$ cat src/sv/rgbhsv_pkg.sv
// rgbhsv_pkg: shared types and constants for the rgb to hsv pixel core
// used by rgbhsv_prep, rgbhsv_div_cell and rgb_to_hsv_pixel_core
// no dependencies
`default_nettype none

package rgbhsv_pkg;

   // channel and result widths
   localparam int ChanBits  = 8;
   localparam int QuoBits   = 16;
   localparam int HueRemBits = 11;   // 6 * chroma <= 1530
   localparam int SatRemBits = 9;    // 2 * value <= 510

   // hue sector offsets and a full turn, in units of chroma
   localparam int GreenOffset = 2;
   localparam int BlueOffset  = 4;
   localparam int Sectors     = 6;

   // stream payload widths
   localparam int ReqDataBits = 24;
   localparam int RspDataBits = 40;

   // one transaction as it travels down the divider chain
   typedef struct packed {
      logic [HueRemBits-1:0] hue_rem;
      logic [HueRemBits-1:0] hue_div;
      logic [SatRemBits-1:0] sat_rem;
      logic [SatRemBits-1:0] sat_div;
      logic [QuoBits-1:0]    hue_quo;
      logic [QuoBits-1:0]    sat_quo;
      logic [ChanBits-1:0]   brightness;
      logic                  hue_zero;
      logic                  sat_zero;
   } lane_type;

endpackage

`default_nettype wire

$ cat src/sv/rgb_to_hsv_pixel_core.sv
// rgb_to_hsv_pixel_core: top level of the rgb to hsv pixel converter
// depends on rgbhsv_pkg, rgbhsv_prep and rgbhsv_div_cell
`default_nettype none

// Converts one 8-bit rgb pixel per clock, while no stall backs up to the
// front, into hue (16-bit fraction of a turn), saturation (Q1.15) and
// brightness (channel maximum). A pixel passes through a front stage that
// finds the extremes and the hue sector, then through 16 division cells,
// each of which produces one quotient bit of both the hue and the
// saturation division. Every stage has its own valid bit and register, so
// a new pixel is taken in every cycle unless a stall has backed up to the
// front stage, and empty stages close up while the result side stalls.
// Grey pixels give hue 0 and black pixels give saturation 0.

module rgb_to_hsv_pixel_core (
   input  wire logic                                 clock,
   input  wire logic                                 reset,
   input  wire logic                                 req_tvalid,
   output logic                                      req_tready,
   // red [7:0], green [15:8], blue [23:16]
   input  wire logic [rgbhsv_pkg::ReqDataBits-1:0]  req_tdata,
   output logic                                      rsp_tvalid,
   input  wire logic                                 rsp_tready,
   // hue [15:0], saturation [31:16], brightness [39:32]
   output logic [rgbhsv_pkg::RspDataBits-1:0]       rsp_tdata
);

   localparam int Cells = rgbhsv_pkg::QuoBits;

   logic                 link_valid [Cells+1];
   logic                 link_ready [Cells+1];
   rgbhsv_pkg::lane_type link_data  [Cells+1];
   rgbhsv_pkg::lane_type last;

   // front stage
   rgbhsv_prep u_prep (
      .clock      (clock),
      .reset      (reset),
      .up_valid   (req_tvalid),
      .up_ready   (req_tready),
      .red        (req_tdata[7:0]),
      .green      (req_tdata[15:8]),
      .blue       (req_tdata[23:16]),
      .down_valid (link_valid[0]),
      .down_ready (link_ready[0]),
      .down_data  (link_data[0])
   );

   // chain of division cells, most significant quotient bit first
   for (genvar i = 0; i < Cells; i++) begin : g_cell
      rgbhsv_div_cell u_cell (
         .clock      (clock),
         .reset      (reset),
         .up_valid   (link_valid[i]),
         .up_ready   (link_ready[i]),
         .up_data    (link_data[i]),
         .down_valid (link_valid[i+1]),
         .down_ready (link_ready[i+1]),
         .down_data  (link_data[i+1])
      );
   end

   // result transaction, zero cases masked
   assign last              = link_data[Cells];
   assign rsp_tvalid        = link_valid[Cells];
   assign link_ready[Cells] = rsp_tready;
   assign rsp_tdata[15:0]   = last.hue_zero ? '0 : last.hue_quo;
   assign rsp_tdata[31:16]  = last.sat_zero ? '0 : last.sat_quo;
   assign rsp_tdata[39:32]  = last.brightness;

endmodule

`default_nettype wire

$ cat src/sv/rgbhsv_prep.sv
// rgbhsv_prep: head of the chain; finds max, min, hue sector and the
// numerators and divisors for hue and saturation, one registered stage
// depends on rgbhsv_pkg
`default_nettype none

module rgbhsv_prep (
   input  wire logic                         clock,
   input  wire logic                         reset,
   input  wire logic                         up_valid,
   output logic                              up_ready,
   input  wire logic [rgbhsv_pkg::ChanBits-1:0] red,
   input  wire logic [rgbhsv_pkg::ChanBits-1:0] green,
   input  wire logic [rgbhsv_pkg::ChanBits-1:0] blue,
   output logic                              down_valid,
   input  wire logic                         down_ready,
   output rgbhsv_pkg::lane_type              down_data
);

   logic                 valid_ff;
   logic                 valid_in;
   rgbhsv_pkg::lane_type data_ff;
   rgbhsv_pkg::lane_type data_in;

   logic [7:0]         max_rg;
   logic [7:0]         min_rg;
   logic [7:0]         vmax;
   logic [7:0]         vmin;
   logic [7:0]         chroma;
   logic signed [11:0] c_s;
   logic signed [11:0] num;
   logic signed [11:0] num_wrap;
   logic [10:0]        six_c;

   // channel extremes
   always_comb begin
      max_rg = (red > green) ? red : green;
      vmax   = (max_rg > blue) ? max_rg : blue;
      min_rg = (red < green) ? red : green;
      vmin   = (min_rg < blue) ? min_rg : blue;
      chroma = vmax - vmin;
      c_s    = $signed({4'b0, chroma});
      six_c  = {1'b0, chroma, 2'b0} + {2'b0, chroma, 1'b0};
   end

   // sector numerator, blue wins ties, then green
   always_comb begin
      priority if (blue == vmax) begin
         num = (c_s <<< 2) + $signed({4'b0, red}) - $signed({4'b0, green});
      end else if (green == vmax) begin
         num = (c_s <<< 1) + $signed({4'b0, blue}) - $signed({4'b0, red});
      end else begin
         num = $signed({4'b0, green}) - $signed({4'b0, blue});
      end
      // negative hue wraps by one full turn
      num_wrap = num[11] ? num + $signed({1'b0, six_c}) : num;
   end

   // next stage contents
   always_comb begin
      data_in.hue_rem    = num_wrap[10:0];
      data_in.hue_div    = six_c;
      data_in.sat_rem    = {1'b0, chroma};
      data_in.sat_div    = {vmax, 1'b0};
      data_in.hue_quo    = '0;
      data_in.sat_quo    = '0;
      data_in.brightness = vmax;
      data_in.hue_zero   = (chroma == 8'd0);
      data_in.sat_zero   = (vmax == 8'd0);
   end

   // stage handshake, bubbles collapse
   assign up_ready = !valid_ff || down_ready;
   assign valid_in = up_ready ? up_valid : valid_ff;

   always_ff @(posedge clock) begin
      if (reset) begin
         valid_ff <= 1'b0;
      end else begin
         valid_ff <= valid_in;
      end
   end

   always_ff @(posedge clock) begin
      if (up_ready && up_valid) begin
         data_ff <= data_in;
      end
   end

   assign down_valid = valid_ff;
   assign down_data  = data_ff;

endmodule

`default_nettype wire

$ cat src/sv/rgbhsv_div_cell.sv
// rgbhsv_div_cell: one restoring division step for both the hue and the
// saturation lane; produces one quotient bit per lane and hands on
// depends on rgbhsv_pkg
`default_nettype none

module rgbhsv_div_cell (
   input  wire logic                 clock,
   input  wire logic                 reset,
   input  wire logic                 up_valid,
   output logic                      up_ready,
   input  wire rgbhsv_pkg::lane_type up_data,
   output logic                      down_valid,
   input  wire logic                 down_ready,
   output rgbhsv_pkg::lane_type      down_data
);

   logic                 valid_ff;
   logic                 valid_in;
   rgbhsv_pkg::lane_type data_ff;
   rgbhsv_pkg::lane_type data_in;

   logic [rgbhsv_pkg::HueRemBits:0] hue_dbl;
   logic [rgbhsv_pkg::HueRemBits:0] hue_sub;
   logic                            hue_bit;
   logic [rgbhsv_pkg::SatRemBits:0] sat_dbl;
   logic [rgbhsv_pkg::SatRemBits:0] sat_sub;
   logic                            sat_bit;

   // shift remainder, compare against divisor, subtract when it fits
   always_comb begin
      hue_dbl = {up_data.hue_rem, 1'b0};
      hue_sub = hue_dbl - {1'b0, up_data.hue_div};
      hue_bit = (hue_dbl >= {1'b0, up_data.hue_div});
      sat_dbl = {up_data.sat_rem, 1'b0};
      sat_sub = sat_dbl - {1'b0, up_data.sat_div};
      sat_bit = (sat_dbl >= {1'b0, up_data.sat_div});

      data_in         = up_data;
      data_in.hue_rem = hue_bit ? hue_sub[rgbhsv_pkg::HueRemBits-1:0]
                                : hue_dbl[rgbhsv_pkg::HueRemBits-1:0];
      data_in.sat_rem = sat_bit ? sat_sub[rgbhsv_pkg::SatRemBits-1:0]
                                : sat_dbl[rgbhsv_pkg::SatRemBits-1:0];
      data_in.hue_quo = {up_data.hue_quo[rgbhsv_pkg::QuoBits-2:0], hue_bit};
      data_in.sat_quo = {up_data.sat_quo[rgbhsv_pkg::QuoBits-2:0], sat_bit};
   end

   // stage handshake, bubbles collapse
   assign up_ready = !valid_ff || down_ready;
   assign valid_in = up_ready ? up_valid : valid_ff;

   always_ff @(posedge clock) begin
      if (reset) begin
         valid_ff <= 1'b0;
      end else begin
         valid_ff <= valid_in;
      end
   end

   always_ff @(posedge clock) begin
      if (up_ready && up_valid) begin
         data_ff <= data_in;
      end
   end

   assign down_valid = valid_ff;
   assign down_data  = data_ff;

endmodule

`default_nettype wire

$ cat config.mk
export PLATFORM = sky130hd
export DESIGN_NAME = rgb_to_hsv_pixel_core
export DESIGN_NICKNAME = d
export VERILOG_FILES = /design/src/sv/rgbhsv_pkg.sv /design/src/sv/rgb_to_hsv_pixel_core.sv /design/src/sv/rgbhsv_prep.sv /design/src/sv/rgbhsv_div_cell.sv
export SDC_FILE = /design/constraint.sdc
export NUM_CORES = 2
export LEC_CHECK = 0
export ABC_AREA = 1
export BUFFER_PORTS_ARGS = -buffer_cell sky130_fd_sc_hd__buf_2
export CAP_MARGIN = 10
export CORE_MARGIN = 2
export CORE_UTILIZATION = 55
export CTS_BUF_LIST = sky130_fd_sc_hd__clkbuf_4
export DETAILED_ROUTE_END_ITERATION = 7
export PLACE_DENSITY = 0.81
export RECOVER_POWER = 25
export SLEW_MARGIN = 20
export SYNTH_ARGS = -nofsm -noshare
export SYNTH_HDL_FRONTEND = slang
export SYNTH_HIERARCHICAL = 1
export SYNTH_SLANG_ARGS = --single-unit
export TNS_END_PERCENT = 20
$ cat constraint.sdc
create_clock -name clock -period 8.65 [get_ports clock]
set_clock_uncertainty 0.05 [all_clocks]
set_input_delay 1.73 -clock clock [delete_from_list [all_inputs] [get_ports clock]]
set_output_delay 1.73 -clock clock [all_outputs]
set_load 0.02 [all_outputs]
==> flow_metrics.py <==
metrics = {
    "detailed_routing": {
        "drtPass1Iterations": 7,
        "wl_per_cell_um": 15.10,
        "num_vias": 42220,
        "totalWireLength_mm": 122.6,
        "detail_route.iter0.violations": 3001,
        "remaining_drc_errors": 0,
        "viasPerCell": 5.202,
        "antenna_left": 0,
    },
    "yosys": {
        "netlist_area_mm2": 0.05973,
        "yosys_warnings": 6,
        "synth_cells": 6091,
        "avgSynthCellArea_um2": 9.806,
    },
    "die": {
        "pin_count": 70,
        "fp.dieH_um": 333.6,
        "die_w_um": 333.6,
        "rows": 120,
        "core_area_mm2": 0.1074,
        "die_area_mm2": 0.1113,
        "start_util_pct": 55.64,
    },
    "clocking": {
        "numCtsBuffers": 287,
        "cts_root_buf": "clkbuf_4",
        "htreeDepth": 5,
        "cts-resized-gates": 0,
        "cts.sinks": 1087,
        "ctsHoldBuffers": 0,
        "cts_setup_buffers": 0,
        "cts_tree": "built",
        "clkTransAtPathRegs_ps": 70,
        "clockBufferDepth": 4,
        "insertion_delay_ps": 1180,
    },
    "timing": {
        "slew_headroom_pct": 39.86,
        "setup-violations-final": 0,
        "rsz0062_at_grt": "no",
        "period_share_pct": 92.85,
        "hold_viol_final": 0,
        "layout_min_cycle_time_ps": 8032,
        "worst_slew_pin_slew_ps": 902.1,
        "slew_violations": 0,
        "holdWs_ps": 321.3,
        "tns_ps": 0,
        "fmax_mhz": 124.5,
    },
    "placement": {
        "io_buffers": 69,
        "place_area_mm2": 0.06251,
        "dp_hpwl_mm": 91.47,
        "dp_cells": 7635,
        "gp_congestion": 0.9346,
    },
    "layout": {
        "drive_gt1_share_pct": 14.02,
        "stdcell_count": 8116,
        "finalInstanceArea_mm2": 0.06593,
        "final_nets": 6998,
        "final_cell_mix": "nand2_1 (1,746), edfxtp_1 (1,070), inv_1 (974), nand3_1 (677), clkbuf_4 (405)",
        "nFillCells": 8506,
        "regArea_mm2": 0.03247,
        "final_common_cell": "nand2_1",
        "multi_input_area_mm2": 0.02313,
        "area_growth_pct": 10.38,
    },
    "worst_setup_path": {
        "path_class": "input pin to flip-flop",
        "worst_ep_arrival_time_ps": 8860,
        "endpoint_kind": "flip-flop",
        "cp-startpoint": "req_tdata[0]",
        "regToRegSetupSlack_ps": 4350,
        "cpPeakStageDelay_ps": 430,
        "rr_endpoint": "u_prep/down_data[73]",
        "critPathRequiredTime_ps": 9480,
        "reg2reg_depth": 34,
        "startpoint_type": "input pin",
        "crit_fanout": 15,
        "cp_slowest_cell": "fa_1",
        "r2r_start": "g_cell[15].u_cell/down_valid",
    },
    "worst_hold_path": {
        "min_to": "g_cell[10].u_cell/down_data[13]",
        "hold_path.class": "flip-flop to flip-flop",
        "hold_start": "g_cell[9].u_cell/down_data[12]",
        "hold_depth": 0,
    },
    "grt": {
        "grt_max_degree": 71,
        "grt_pass1_wl_mm": 201.9,
        "grt_pass1_vias": 42560,
        "grt_usage_pct": 22.26,
        "antenna_found_initial": 4,
        "grt-ovfl-total": 0,
    },
    "pwr": {
        "peakVddDrop_mv": 0.3251,
        "leakagePower_uw": 0.03004,
        "powerDensity_mw_per_mm2": 220.2,
    },
    "status": {
        "status": "completed",
    },
    "job": {
        "cap_violations": 0,
    },
}
how the worst max path moves through the flow:
stage / to / slack [ps] / depth (start not counted)
6_report: u_prep/down_data[81] / 620 / 52
5_1_grt: u_prep/down_data[81] / 50 / 52
4_1_cts: u_prep/down_data[81] / 770 / 52
3_5_place_dp: u_prep/down_data[81] / -440 / 52
3_3_place_gp: u_prep/down_data[81] / -350 / 53
2_1_floorplan: u_prep/down_data[81] / 10 / 48
report_power, final:
group | internal [µW] | switching (µW) | total [µW] | leakage [µW]
clock network | 2230 | 1990 | 4220 | 0.00204
logic | 1700 | 2390 | 4090 | 0.0182
registers | 6060 | 144 | 6200 | 0.00983
total | 9990 | 4520 | 14500 | 0.0300
registers in the layout, summed over array words and instances (netlist names):
name,cells
g_cell.u_cell/down_data,1032
u_prep/down_data,38
g_cell.u_cell/down_valid,16
u_prep/down_valid,1
worst max-delay path, delay by kind of cell:
kind,cells,cell delay (ps)
AO/OA/AOI/OAI,10,1560
XOR/XNOR,1,160
adder cells (fa/ha/maj),8,2580
buffers and inverters,12,1170
AND/OR/NAND/NOR,21,1680
area by class of cell:
cell class | count | share of cell area (%)
antenna | 7 | 0.02657
clock buffer | 405 | 4.612
clock inverter | 69 | 0.5466
inverter | 999 | 5.724
multi-input combinational | 3939 | 35.08
sequential | 1087 | 49.25
tap | 1403 | 2.663
timing repair buffer | 207 | 2.095
through the flow:
stage               setup WS (ps)  power, µW  utilization [%]
floorplan                   10.96       9065                -
global placement           -353.7      10210            58.23
detailed placement         -444.9      10340            58.23
CTS                         774.5      14620            61.40
global route                52.72      15460            61.41
finish                      618.4      14520            61.41
routing by layer:
metal	GRT usage, %	wire length [µm]	up-vias
met5	0	0	-
met4	9.772	4040	0
met3	4.308	5937	296
met2	40.70	63690	1129
met1	25.13	48880	19670
li1	-	-	21130
No activity file was read; power rests on OpenSTA's default activity.
